--- src/rtl/acs_pkg.sv ---
package acs_pkg;

  localparam logic [1:0] FUNC_MODE    = 2'd0;
  localparam logic [1:0] FUNC_UP      = 2'd1;
  localparam logic [1:0] FUNC_REFRESH = 2'd2;

  localparam logic [3:0] MODE_VIEW_YEAR    = 4'd0;
  localparam logic [3:0] MODE_VIEW_DATE    = 4'd1;
  localparam logic [3:0] MODE_VIEW_TIME    = 4'd2;
  localparam logic [3:0] MODE_SET_YEAR     = 4'd3;
  localparam logic [3:0] MODE_SET_MONTH    = 4'd4;
  localparam logic [3:0] MODE_SET_DATE     = 4'd5;
  localparam logic [3:0] MODE_SET_HOUR     = 4'd6;
  localparam logic [3:0] MODE_SET_MINUTE   = 4'd7;
  localparam logic [3:0] MODE_SET_AL_HOUR  = 4'd8;
  localparam logic [3:0] MODE_SET_AL_MIN   = 4'd9;
  localparam logic [3:0] MODE_SET_LEVEL    = 4'd10;

  typedef enum logic [0:0] {
    REG_DEBOUNCE = 1'b0,
    REG_BLINK    = 1'b1
  } cfg_reg_t;

  localparam logic [15:0] DEBOUNCE_RST  = 16'd200;
  localparam logic [15:0] BLINK_RST     = 16'd700;
  localparam logic [11:0] YEAR_RST      = 12'd2025;
  localparam logic [3:0]  MONTH_RST     = 4'd6;
  localparam logic [4:0]  DATE_RST      = 5'd3;
  localparam logic [4:0]  HOUR_RST      = 5'd21;
  localparam logic [5:0]  MINUTE_RST    = 6'd33;
  localparam logic [4:0]  AL_HOUR_RST   = 5'd10;
  localparam logic [5:0]  AL_MINUTE_RST = 6'd20;
  localparam logic [2:0]  LEVEL_RST     = 3'd7;
  localparam logic [11:0] YEAR_MAX      = 12'd2099;

  localparam logic [7:0] CHAR_SPACE = 8'h20;
  localparam logic [7:0] CHAR_B     = 8'h62;
  localparam logic [7:0] DOT_BIT    = 8'h80;

  typedef struct packed {
    logic [1:0]  func;
    logic [31:0] time_ms;
    logic [11:0] clock_year;
    logic [3:0]  clock_month;
    logic [4:0]  clock_date;
    logic [4:0]  clock_hour;
    logic [5:0]  clock_minute;
  } in_word_t;

  typedef struct packed {
    logic [7:0]  char0;
    logic [7:0]  char1;
    logic [7:0]  char2;
    logic [7:0]  char3;
    logic        buzz;
    logic        commit;
    logic [11:0] out_year;
    logic [3:0]  out_month;
    logic [4:0]  out_date;
    logic [4:0]  out_hour;
    logic [5:0]  out_minute;
    logic [2:0]  out_brightness;
  } out_word_t;

  // reciprocal multiplies, exact for 12-bit inputs
  function automatic logic [8:0] div10(input logic [11:0] x);
    logic [23:0] p;
    p = 24'(x) * 24'd3277;
    return p[23:15];
  endfunction

  function automatic logic [6:0] div100(input logic [11:0] x);
    logic [23:0] p;
    p = 24'(x) * 24'd1311;
    return p[23:17];
  endfunction

  function automatic logic [2:0] div1000(input logic [11:0] x);
    logic [25:0] p;
    p = 26'(x) * 26'd8389;
    return p[25:23];
  endfunction

  function automatic logic [3:0] mod10(input logic [11:0] x);
    logic [11:0] r;
    r = x - 12'(div10(x)) * 12'd10;
    return r[3:0];
  endfunction

  function automatic logic [7:0] digit(input logic [11:0] x);
    return {4'h3, mod10(x)};
  endfunction

  function automatic logic [4:0] month_len(input logic [3:0] m, input logic [11:0] y);
    logic [6:0]  q;
    logic [11:0] r;
    logic        leap;
    q    = div100(y);
    r    = y - 12'(q) * 12'd100;
    leap = ((y[1:0] == 2'd0) && (r != 12'd0)) || ((r == 12'd0) && (q[1:0] == 2'd0));
    case (m)
      4'd4, 4'd6, 4'd9, 4'd11: return 5'd30;
      4'd2:                    return leap ? 5'd29 : 5'd28;
      default:                 return 5'd31;
    endcase
  endfunction

endpackage

--- src/rtl/acs_if.sv ---
interface acs_in_if;
  import acs_pkg::*;
  logic     valid;
  logic     ready;
  in_word_t data;
  modport source (output valid, output data, input ready);
  modport sink (input valid, input data, output ready);
endinterface

interface acs_out_if;
  import acs_pkg::*;
  logic      valid;
  logic      ready;
  out_word_t data;
  modport source (output valid, output data, input ready);
  modport sink (input valid, input data, output ready);
endinterface

interface acs_cfg_if;
  import acs_pkg::*;
  logic        valid;
  logic        ready;
  cfg_reg_t    index;
  logic [15:0] data;
  modport source (output valid, output index, output data, input ready);
  modport sink (input valid, input index, input data, output ready);
endinterface

--- src/rtl/alarm_clock_setting_controller.sv ---
// a held word moves from input register to result register when the output can advance
// one word per cycle unless stalled; input register, one pass of logic, result register
// the result register frees the input side while a finished word waits to be taken
// reset (rst, synchronous, active high) empties both stages, restores the held time,
// alarm, brightness and timers to their start values and the registers to 200 / 700 ms
module alarm_clock_setting_controller (
  input logic      clk,
  input logic      rst,
  acs_in_if.sink   item,
  acs_out_if.source result,
  acs_cfg_if.sink  cfg
);
  import acs_pkg::*;

  logic [15:0] debounce_ms;
  logic [15:0] blink_period_ms;

  logic        s1_valid;
  in_word_t    s1;
  logic        o_valid;
  out_word_t   o;
  logic        adv;
  logic        fire;

  logic [3:0]  mode, mode_next;
  logic [11:0] year_held, year_next;
  logic [3:0]  month_held, month_next;
  logic [4:0]  date_held, date_next;
  logic [4:0]  hour_held, hour_next;
  logic [5:0]  minute_held, minute_next;
  logic [4:0]  alarm_hour, alarm_hour_next;
  logic [5:0]  alarm_minute, alarm_minute_next;
  logic [2:0]  level, level_next;
  logic        alarm_armed, alarm_armed_next;
  logic [31:0] last_press_ms, last_press_next;
  logic [31:0] last_blink_ms, last_blink_next;
  logic        blink_on, blink_on_next;

  out_word_t   res;
  logic        press_ok;
  logic        blink_due;
  logic        view;
  logic [11:0] yv;
  logic [3:0]  mv;
  logic [4:0]  dv;
  logic [4:0]  hv;
  logic [5:0]  nv;
  logic [7:0]  c0, c1, c2, c3;
  logic        hour_eq;
  logic [5:0]  diff;
  logic [3:0]  mon_mod;
  logic [5:0]  d1;
  logic [5:0]  h1;
  logic [6:0]  m1;

  assign cfg.ready    = 1'b1;
  assign adv          = !o_valid || result.ready;
  assign fire         = s1_valid && adv;
  assign item.ready   = !s1_valid || adv;
  assign result.valid = o_valid;
  assign result.data  = o;

  always_ff @(posedge clk) begin
    if (rst) begin
      debounce_ms     <= DEBOUNCE_RST;
      blink_period_ms <= BLINK_RST;
    end else if (cfg.valid) begin
      unique case (cfg.index)
        REG_DEBOUNCE: debounce_ms     <= cfg.data;
        REG_BLINK:    blink_period_ms <= cfg.data;
        default:      ;
      endcase
    end
  end

  always_ff @(posedge clk) begin
    if (rst) begin
      s1_valid <= 1'b0;
      o_valid  <= 1'b0;
    end else begin
      if (item.valid && item.ready) begin
        s1_valid <= 1'b1;
      end else if (fire) begin
        s1_valid <= 1'b0;
      end
      if (fire) begin
        o_valid <= 1'b1;
      end else if (result.ready) begin
        o_valid <= 1'b0;
      end
    end
  end

  always_ff @(posedge clk) begin
    if (item.valid && item.ready) begin
      s1 <= item.data;
    end
    if (fire) begin
      o <= res;
    end
  end

  always_ff @(posedge clk) begin
    if (rst) begin
      mode          <= MODE_VIEW_YEAR;
      year_held     <= YEAR_RST;
      month_held    <= MONTH_RST;
      date_held     <= DATE_RST;
      hour_held     <= HOUR_RST;
      minute_held   <= MINUTE_RST;
      alarm_hour    <= AL_HOUR_RST;
      alarm_minute  <= AL_MINUTE_RST;
      level         <= LEVEL_RST;
      alarm_armed   <= 1'b1;
      last_press_ms <= 32'd0;
      last_blink_ms <= 32'd0;
      blink_on      <= 1'b1;
    end else if (fire) begin
      mode          <= mode_next;
      year_held     <= year_next;
      month_held    <= month_next;
      date_held     <= date_next;
      hour_held     <= hour_next;
      minute_held   <= minute_next;
      alarm_hour    <= alarm_hour_next;
      alarm_minute  <= alarm_minute_next;
      level         <= level_next;
      alarm_armed   <= alarm_armed_next;
      last_press_ms <= last_press_next;
      last_blink_ms <= last_blink_next;
      blink_on      <= blink_on_next;
    end
  end

  // view values: clock reading in view modes, held values otherwise
  assign view = mode < MODE_SET_YEAR;
  assign yv   = view ? s1.clock_year   : year_held;
  assign mv   = view ? s1.clock_month  : month_held;
  assign dv   = view ? s1.clock_date   : date_held;
  assign hv   = view ? s1.clock_hour   : hour_held;
  assign nv   = view ? s1.clock_minute : minute_held;

  assign press_ok  = (s1.time_ms - last_press_ms) >= {16'd0, debounce_ms};
  assign blink_due = (s1.time_ms - last_blink_ms) > {16'd0, blink_period_ms};
  assign hour_eq   = alarm_hour == hv;
  assign diff      = (alarm_minute > nv) ? alarm_minute - nv : nv - alarm_minute;

  assign mon_mod = (month_held >= 4'd12) ? month_held - 4'd12 : month_held;
  assign d1      = {1'b0, date_held} + 6'd1;
  assign h1      = {1'b0, hour_held} + 6'd1;
  assign m1      = {1'b0, minute_held} + 7'd1;

  always_comb begin
    c0 = CHAR_SPACE;
    c1 = CHAR_SPACE;
    c2 = CHAR_SPACE;
    c3 = CHAR_SPACE;
    unique case (mode) inside
      MODE_VIEW_YEAR, MODE_SET_YEAR: begin
        c0 = digit(12'(div1000(yv)));
        c1 = digit(12'(div100(yv)));
        c2 = digit(12'(div10(yv)));
        c3 = digit(yv);
      end
      MODE_VIEW_DATE, MODE_SET_MONTH, MODE_SET_DATE: begin
        c0 = digit(12'(div10(12'(mv))));
        c1 = digit(12'(mv));
        c2 = digit(12'(div10(12'(dv))));
        c3 = digit(12'(dv));
      end
      MODE_VIEW_TIME, MODE_SET_HOUR, MODE_SET_MINUTE: begin
        c0 = digit(12'(div10(12'(hv))));
        c1 = digit(12'(hv)) | DOT_BIT;
        c2 = digit(12'(div10(12'(nv))));
        c3 = digit(12'(nv));
      end
      MODE_SET_AL_HOUR, MODE_SET_AL_MIN: begin
        c0 = digit(12'(div10(12'(alarm_hour))));
        c1 = digit(12'(alarm_hour)) | DOT_BIT;
        c2 = digit(12'(div10(12'(alarm_minute))));
        c3 = digit(12'(alarm_minute)) | DOT_BIT;
      end
      MODE_SET_LEVEL: begin
        c0 = CHAR_B;
        c1 = digit(12'(level));
      end
      default: ;
    endcase
    // blink off frame
    if (!view && !blink_on_next) begin
      unique case (mode) inside
        MODE_SET_MONTH, MODE_SET_HOUR, MODE_SET_AL_HOUR: begin
          c0 = CHAR_SPACE;
          c1 = CHAR_SPACE;
        end
        MODE_SET_DATE, MODE_SET_MINUTE: begin
          c2 = CHAR_SPACE;
          c3 = CHAR_SPACE;
        end
        MODE_SET_AL_MIN: begin
          c2 = CHAR_SPACE;
          c3 = CHAR_SPACE | DOT_BIT;
        end
        default: begin
          c0 = CHAR_SPACE;
          c1 = CHAR_SPACE;
          c2 = CHAR_SPACE;
          c3 = CHAR_SPACE;
        end
      endcase
    end
  end

  always_comb begin
    mode_next         = mode;
    year_next         = year_held;
    month_next        = month_held;
    date_next         = date_held;
    hour_next         = hour_held;
    minute_next       = minute_held;
    alarm_hour_next   = alarm_hour;
    alarm_minute_next = alarm_minute;
    level_next        = level;
    alarm_armed_next  = alarm_armed;
    last_press_next   = last_press_ms;
    last_blink_next   = last_blink_ms;
    blink_on_next     = blink_on;
    res               = '0;

    if (s1.func == FUNC_REFRESH && !view && blink_due) begin
      blink_on_next   = !blink_on;
      last_blink_next = s1.time_ms;
    end

    case (s1.func)
      FUNC_MODE: begin
        if (press_ok) begin
          last_press_next = s1.time_ms;
          if (mode == MODE_SET_LEVEL) begin
            mode_next        = MODE_VIEW_YEAR;
            alarm_armed_next = 1'b1;
            res.commit       = 1'b1;
          end else begin
            mode_next        = mode + 4'd1;
            alarm_armed_next = 1'b0;
          end
        end
      end
      FUNC_UP: begin
        if (press_ok) begin
          last_press_next = s1.time_ms;
          unique case (mode)
            MODE_SET_YEAR:
              year_next = (year_held >= YEAR_MAX) ? YEAR_MAX : year_held + 12'd1;
            MODE_SET_MONTH:
              month_next = mon_mod + 4'd1;
            MODE_SET_DATE:
              date_next = (d1 > 6'(month_len(month_held, year_held))) ? 5'd1 : d1[4:0];
            MODE_SET_HOUR:
              hour_next = (h1 >= 6'd24) ? 5'(h1 - 6'd24) : h1[4:0];
            MODE_SET_MINUTE:
              minute_next = (m1 >= 7'd60) ? 6'(m1 - 7'd60) : m1[5:0];
            MODE_SET_AL_HOUR:
              alarm_hour_next = (alarm_hour == 5'd23) ? 5'd0 : alarm_hour + 5'd1;
            MODE_SET_AL_MIN:
              alarm_minute_next = (alarm_minute >= 6'd59) ? 6'd0 : alarm_minute + 6'd1;
            MODE_SET_LEVEL:
              level_next = ((level == 3'd7) ? 3'd0 : level) + 3'd1;
            default: ;
          endcase
        end
      end
      FUNC_REFRESH: begin
        year_next   = yv;
        month_next  = mv;
        date_next   = dv;
        hour_next   = hv;
        minute_next = nv;
        res.buzz    = hour_eq && (alarm_minute == nv) && alarm_armed;
        if (!(hour_eq && diff <= 6'd2)) begin
          alarm_armed_next = 1'b1;
        end
        res.char0 = c0;
        res.char1 = c1;
        res.char2 = c2;
        res.char3 = c3;
      end
      default: ;
    endcase

    res.out_year       = year_next;
    res.out_month      = month_next;
    res.out_date       = date_next;
    res.out_hour       = hour_next;
    res.out_minute     = minute_next;
    res.out_brightness = level_next;
  end

  a_mode_range: assert property (@(posedge clk) disable iff (rst)
    mode <= MODE_SET_LEVEL)
    else $error("mode beyond last setting mode");

  a_stall_hold: assert property (@(posedge clk) disable iff (rst)
    s1_valid && !adv |=> s1_valid && $stable(s1))
    else $error("pending word lost while result stalled");

  a_commit_quiet: assert property (@(posedge clk) disable iff (rst)
    o_valid && o.commit |-> !o.buzz && o.char0 == 8'd0 && o.char3 == 8'd0)
    else $error("commit word carries display or buzz");

  a_level_range: assert property (@(posedge clk) disable iff (rst)
    level != 3'd0)
    else $error("brightness level zero");

endmodule
--- src/flat_wrapper.sv ---
// flat-port wrapper written by rule: the top's interface ports become plain ports
module alarm_clock_setting_controller_flat import acs_pkg::*;
  (clk, rst, item_valid, item_data, item_ready, result_valid, result_data, result_ready, cfg_valid, cfg_index, cfg_data, cfg_ready);
  acs_in_if item_i ();
  acs_out_if result_i ();
  acs_cfg_if cfg_i ();
  input logic clk;
  input logic rst;
  input wire logic [$bits(item_i.valid)-1:0] item_valid;
  input wire logic [$bits(item_i.data)-1:0] item_data;
  output wire logic [$bits(item_i.ready)-1:0] item_ready;
  output wire logic [$bits(result_i.valid)-1:0] result_valid;
  output wire logic [$bits(result_i.data)-1:0] result_data;
  input wire logic [$bits(result_i.ready)-1:0] result_ready;
  input wire logic [$bits(cfg_i.valid)-1:0] cfg_valid;
  input wire logic [$bits(cfg_i.index)-1:0] cfg_index;
  input wire logic [$bits(cfg_i.data)-1:0] cfg_data;
  output wire logic [$bits(cfg_i.ready)-1:0] cfg_ready;
  assign item_i.valid = item_valid;
  assign item_i.data = item_data;
  assign item_ready = item_i.ready;
  assign result_valid = result_i.valid;
  assign result_data = result_i.data;
  assign result_i.ready = result_ready;
  assign cfg_i.valid = cfg_valid;
  assign cfg_i.index = cfg_index;
  assign cfg_i.data = cfg_data;
  assign cfg_ready = cfg_i.ready;
  alarm_clock_setting_controller u_core (.clk(clk), .rst(rst), .item(item_i), .result(result_i), .cfg(cfg_i));
endmodule
--- config.mk ---
export PLATFORM = sky130hd
export DESIGN_NAME = alarm_clock_setting_controller_flat
export DESIGN_NICKNAME = d
export VERILOG_FILES = /design/src/rtl/acs_pkg.sv /design/src/rtl/acs_if.sv /design/src/rtl/alarm_clock_setting_controller.sv /design/src/flat_wrapper.sv
export SDC_FILE = /design/constraint.sdc
export NUM_CORES = 1
export LEC_CHECK = 0
export ABC_CLOCK_PERIOD_IN_PS = 12300
export BUFFER_PORTS_ARGS = -buffer_cell sky130_fd_sc_hd__buf_2
export CORE_MARGIN = 5
export CORE_UTILIZATION = 50
export CTS_CLUSTER_DIAMETER = 80
export DETAILED_ROUTE_END_ITERATION = 6
export GPL_ROUTABILITY_DRIVEN = 0
export GPL_TIMING_DRIVEN = 1
export PLACE_DENSITY = 0.73
export SETUP_SLACK_MARGIN = 0.1
export SYNTH_ARGS = -nofsm -noshare
export SYNTH_HDL_FRONTEND = slang
export SYNTH_SLANG_ARGS = --single-unit
--- constraint.sdc ---
create_clock -name clk -period 12.3 [get_ports clk]
set_clock_uncertainty 0.15 [all_clocks]
set_input_delay 1.23 -clock clk [delete_from_list [all_inputs] [get_ports clk]]
set_output_delay 1.23 -clock clk [all_outputs]
set_load 0.01 [all_outputs]
# Word level (Yosys, flattened, before mapping)
# Index checks and enable logic that the tools add are counted.
# word_totals
reg_bits	285
input_bits	88
out_inout_bits	72
wordCells	222
# classes
addsub	26
n_mul	22
order_cmp	11
n_eq_ne	23
n_mux	59
bitwise_logic	1
n_reduce_logical	44
# ops
cell	n
$mux 5	13
$sub 32x32->32	2
$mul 6x12->18 const B	3
$mul 5x12->17 const B	3
$mux 12	4
$mul 12x11->23 const B	2
$mux 8	5
$pmux 8 s5	1
$mux 6	6
$sub 4x4->4	9
$pmux 7 s5	1
$ge 32x16->1	1
$gt 32x16->1	1
$pmux 8 s4	1
$pmux 5 s2	3
$mul 12x14->26 const B	1
$eq 4x3->1 const B	6
$mul 12x12->24 const B	1
$pmux 12 s2	1
$mul 9x12->21 const B	1
$eq 4x4->1 const B	5
$mux 4	5
$pmux 5 s4	1
$mul 4x12->16 const B	1
59 further kinds	109

# Depth between registers and ports, before layout
# logic_depth
ltp_word	16
ltp_mapped	51
mapped_depth_nobuf	48

# Least setup slack after synthesis
# OpenSTA, ideal clock, no wires.
# synth_path
path_type	reg2reg
from	reg u_core.mode[1]
to	reg u_core.o (netlist bit u_core.result.data[48]) (data pin)
t_arrival_ns	11.324
required_time_ns	11.893
slack_ns	0.569
path_stages_with_launch	47
period_less_slack_ns	11.731
cell_sequence	dfxtp_1 > a211oi_1 > buf_2 > buf_1 > clkbuf_1 > clkbuf_1 > o21ai_0 > ha_1 > inv_1 > fa_1 > inv_1 > fa_1 > fa_1 > inv_1 > fa_1 > inv_1 > ha_1 > and3_1 > [11 not listed] > fa_1 > fa_1 > inv_1 > ha_1 > nand2_1 > nand2_1 > a31oi_1 > o21ai_0 > xor2_1 > ha_1 > inv_1 > fa_1 > xnor2_1 > xnor2_1 > xnor2_1 > xnor2_1 > xor2_1 > o2111a_1
# synth_via
elab_chain_len	9
# synth_lines
item	line	source
from (decl)	alarm_clock_setting_controller.sv:25	logic [3:0] mode, mode_next;
from (signal assigned)	alarm_clock_setting_controller.sv:119	mode <= mode_next;
$lt 4x2->1	alarm_clock_setting_controller.sv:136	assign view = mode < MODE_SET_YEAR;
$mux 12	alarm_clock_setting_controller.sv:137	assign yv = view ? s1.clock_year : year_held;
$mul 12x12->24	acs_pkg.sv:68	p = 24'(x) * 24'd3277;
$mul 9x12->21	acs_pkg.sv:68	
$mul 6x3->3	acs_pkg.sv:86	r = x - 12'(div10(x)) * 12'd10;
$sub 4x4->4	acs_pkg.sv:86	
$pmux 5 s4	alarm_clock_setting_controller.sv:158	unique case (mode) inside
$mux 5	alarm_clock_setting_controller.sv:191	unique case (mode) inside
$mux 8 *	alarm_clock_setting_controller.sv:190	if (!view && !blink_on_next) begin
to (signal assigned)	alarm_clock_setting_controller.sv:99	o <= res;
to (decl)	alarm_clock_setting_controller.sv:21	out_word_t o;
# Every way passes the cells marked *; elsewhere a longest branch is shown, timed or not.
# A chain may end at the register's enable or synchronous reset.

# Worst setup path in the final report
# Same ends and word-level chain as after synthesis.

==> out/qor.log <==
qor: finish.final_nets 4,748
qor: timing.timing_hold_violations_final 0
qor: routing.detail_route.wl_per_cell 18.57 um
qor: timing.totalNegativeSetupSlack 0 ps
qor: finish.post-route-cell-area 35,940 sq um
qor: synthesis.async_flop_share 0
qor: clock_network.clockRootBuffer clkbuf_16
qor: clock_network.cts.sinks 276
qor: synthesis.yosys.area.top_type ha_1
qor: global_routing.grt_max_degree 71
qor: synthesis.synthFlopType dfxtp_1
qor: run_status.outcome finished, violations left
qor: global_routing.globalRoute.totalOverflow 0
qor: routing.drt_wl_total 86,860 um
qor: routing.detailedRoute.firstIterationViolations 2,471
qor: routing.drcViolationCount 5
qor: critical_path.critical_path_s_largest_stage_delay 650 ps
qor: finish.layout-drive-gt1-share 0.07813
qor: timing.slew_worst_pin 1141 ps
qor: synthesis.syn_avg_cell_area 9.038 sq um
qor: clock_network.cts_hold_repair.buffers 0
qor: global_routing.vias_in_the_first_global_route 25,300
qor: clock_network.number_of_buffers_created_by_cts 35
qor: critical_path.critPathMostFrequentCell fa_1
qor: routing.final_antenna_net_count 0
qor: timing.post-route-min-period 11,510 ps
qor: synthesis.synth-seq-area-share 0.2052
qor: clock_network.htree_levels 2
qor: die.design.die.area 71,380 sq um
qor: global_routing.globalRouteTotalUtil 0.2380
qor: placed_design.place.port_buffers 152
qor: routing.avgViaCountPerCell 5.688
qor: synthesis.syn-instance-count 3,659
qor: finish.number_of_inserted_diodes 0
qor: critical_path.endpoint_kind flop
qor: placed_design.dp_hpwl 69,690 um
qor: critical_path.setup.worst_path.start_class flop
qor: synthesis.synthDistinctLibCells 98
qor: timing.number_of_setup_violations_in_the_final_report 0
qor: synthesis.ys_warnings 0
qor: die.rows 94
qor: critical_path.critical_path_peak_fanout 16
qor: critical_path.timing.critical_path.required 12,580 ps
qor: flow_run.max_cap_viol_count 0
qor: global_routing.grt_pass1_wl 137,000 um
qor: clock_network.cts_tree done
qor: timing.timing.final.max_slew_violations 0
qor: placed_design.place_ws 777.8 ps
qor: synthesis.edff_count_synth 126
qor: timing.fmaxAchievable 0.08689 GHz
qor: die.chipHeight 267.2 um
qor: critical_path.worst_path_max_delay_cell dfxtp_1
qor: placed_design.cell_area_placed 34,770 sq um
qor: global_routing.antenna_violations_before_repair 0
qor: clock_network.clk_pin_slew_worst_paths 70 ps
qor: timing.hold_slack 305.6 ps
qor: die.io_pins 160
qor: die.core_region_area 65,630 sq um
qor: clock_network.worst_skew_pair.late_latency 580 ps
qor: synthesis.synth-seq-cells 276
qor: synthesis.synth.top_cells.by_area ha_1, fa_1, edfxtp_1, dfxtp_1, inv_1
qor: synthesis.yosysTopAreaCellShare 0.2558
qor: run_status.violations design-rule violations
qor: finish.area_growth_syn_to_layout 8.691%
qor: timing.rsz0062_at_grt false
qor: routing.vias 26,610
qor: timing.layout_worst_path_cycle_share 0.9356
qor: timing.timing.final.ws_setup 791.8 ps
qor: die.initial_utilization 0.5039
qor: synthesis.mappedNetlistArea 33,070 sq um
qor: critical_path.critical_path_data_arrival_time 11,790 ps
qor: routing.detail_route.first_pass.iterations 7
qor: die.die_width 267.2 um
qor: clock_network.cts_buffer_depth 3
qor: worst_hold_path.min-delay-path-class reg -> reg
qor: critical_path.timing_worst_setup_path_type reg -> reg
qor: timing.maxSlewHeadroom 0.2392
## repair_timing
action | 4_1_cts | 5_1_grt
setup buffers | 0 | 2
gates resized for setup | 0 | 1
endpoints found under the setup margin | 0 | 2
## metal layers
| layer | vias to the layer above | GRT usage | part of all wire |
|---|---|---|---|
| li1 | 12980 | - | - |
| met1 | 12620 | 0.3478 | 0.46 |
| met4 | 0 | 0.06977 | 0.029 |
| met3 | 118 | 0.04116 | 0.076 |
| met5 | - | 0 | 0 |
| met2 | 888 | 0.3631 | 0.43 |
## cells in the final DEF (no fill, tap or decap), drive strengths merged, types with 28 or more instances in the layout
| cell type | n |
|---|---|
| xor2 | 41 |
| dfxtp | 150 |
| mux2i | 93 |
| nand3 | 54 |
| nor2b | 33 |
| clkbuf | 40 |
| nand4 | 29 |
| a21oi | 195 |
| edfxtp | 126 |
| o211ai | 33 |
| nor2 | 215 |
| buf | 196 |
| a21o | 71 |
| ha | 676 |
| xnor2 | 89 |
| o22ai | 28 |
| o21ai | 134 |
| a211oi | 30 |
| fa | 197 |
| inv | 607 |
| nor3 | 50 |
| nand2b | 32 |
| nand2 | 264 |
## synth_stat cells (all sizes together) (54+ instances only)
library cell,count
nor2,215
fa,197
edfxtp,126
a21oi,195
clkbuf,71
nand3,54
a21o,71
xnor2,89
inv,603
nand2,264
mux2i,93
dfxtp,150
o21ai,134
ha,676
## final cells by class
cell class / count / area [sq um]
Fill cell: 5973 / 29680
Multi-Input combinational cell: 2674 / 23550
Sequential cell: 276 / 6787
Inverter: 604 / 2268
Timing Repair Buffer: 196 / 1094
Tap cell: 864 / 1081
Clock buffer: 40 / 894.6
Clock inverter: 24 / 267.8
## path summary, 6_finish.rpt
check	from	endpoint	slack, ps	cells after the start
max	u_core.mode[1]	u_core.result.data[48]	790	43
max reg2reg	u_core.mode[1]	u_core.result.data[48]	790	43
min reg2reg	u_core.debounce_ms[2]	u_core.debounce_ms[2]	310	2
min	u_core.debounce_ms[2]	u_core.debounce_ms[2]	310	2
## worst max-delay path, delay by kind of cell, from the launching register on
| kind | cells | cell delay, ps |
|---|---|---|
| buffers and inverters | 7 | 560 |
| AOI/OAI and AO/OA | 13 | 2870 |
| xor gates and xnor gates | 8 | 1550 |
| adders and majority gates | 12 | 5240 |
| and+or+nand+nor | 3 | 310 |
| DFF | 1 | 650 |
## sequential cells by signal, indices dropped and copies added (netlist names), 5 cells and up
register and cells:
u_core.alarm_hour 5, u_core.alarm_minute 6, u_core.blink_period_ms 16, u_core.date_held 5
u_core.debounce_ms 16, u_core.hour_held 5, u_core.last_blink_ms 32, u_core.last_press_ms 32
u_core.minute_held 6, u_core.result.data 60, u_core.s1 66, u_core.year_held 12
## stage by stage
stage	std cells	utilization
floorplan	3664	-
global placement	4612	0.5297
detailed placement	4612	0.5297
CTS	4676	0.5475
global route	4678	0.5477
finish	4678	0.5477
## kinds of logic (layout without fill, tap and decap cells)
family,after synthesis,after routing,share of synthesized area
adders and majority gates,874,874,0.3753
and+or+nand+nor,827,827,0.1209
AOI/OAI and AO/OA,737,737,0.1498
buffers and inverters,714,864,0.08396
DFF,276,276,0.2052
xor gates and xnor gates,130,130,0.03443
muxes,99,99,0.03019
other,2,7,0.0002271
Power is not shown: default switching activity piles up to over one toggle a cycle in this logic, so the estimate is an artifact.
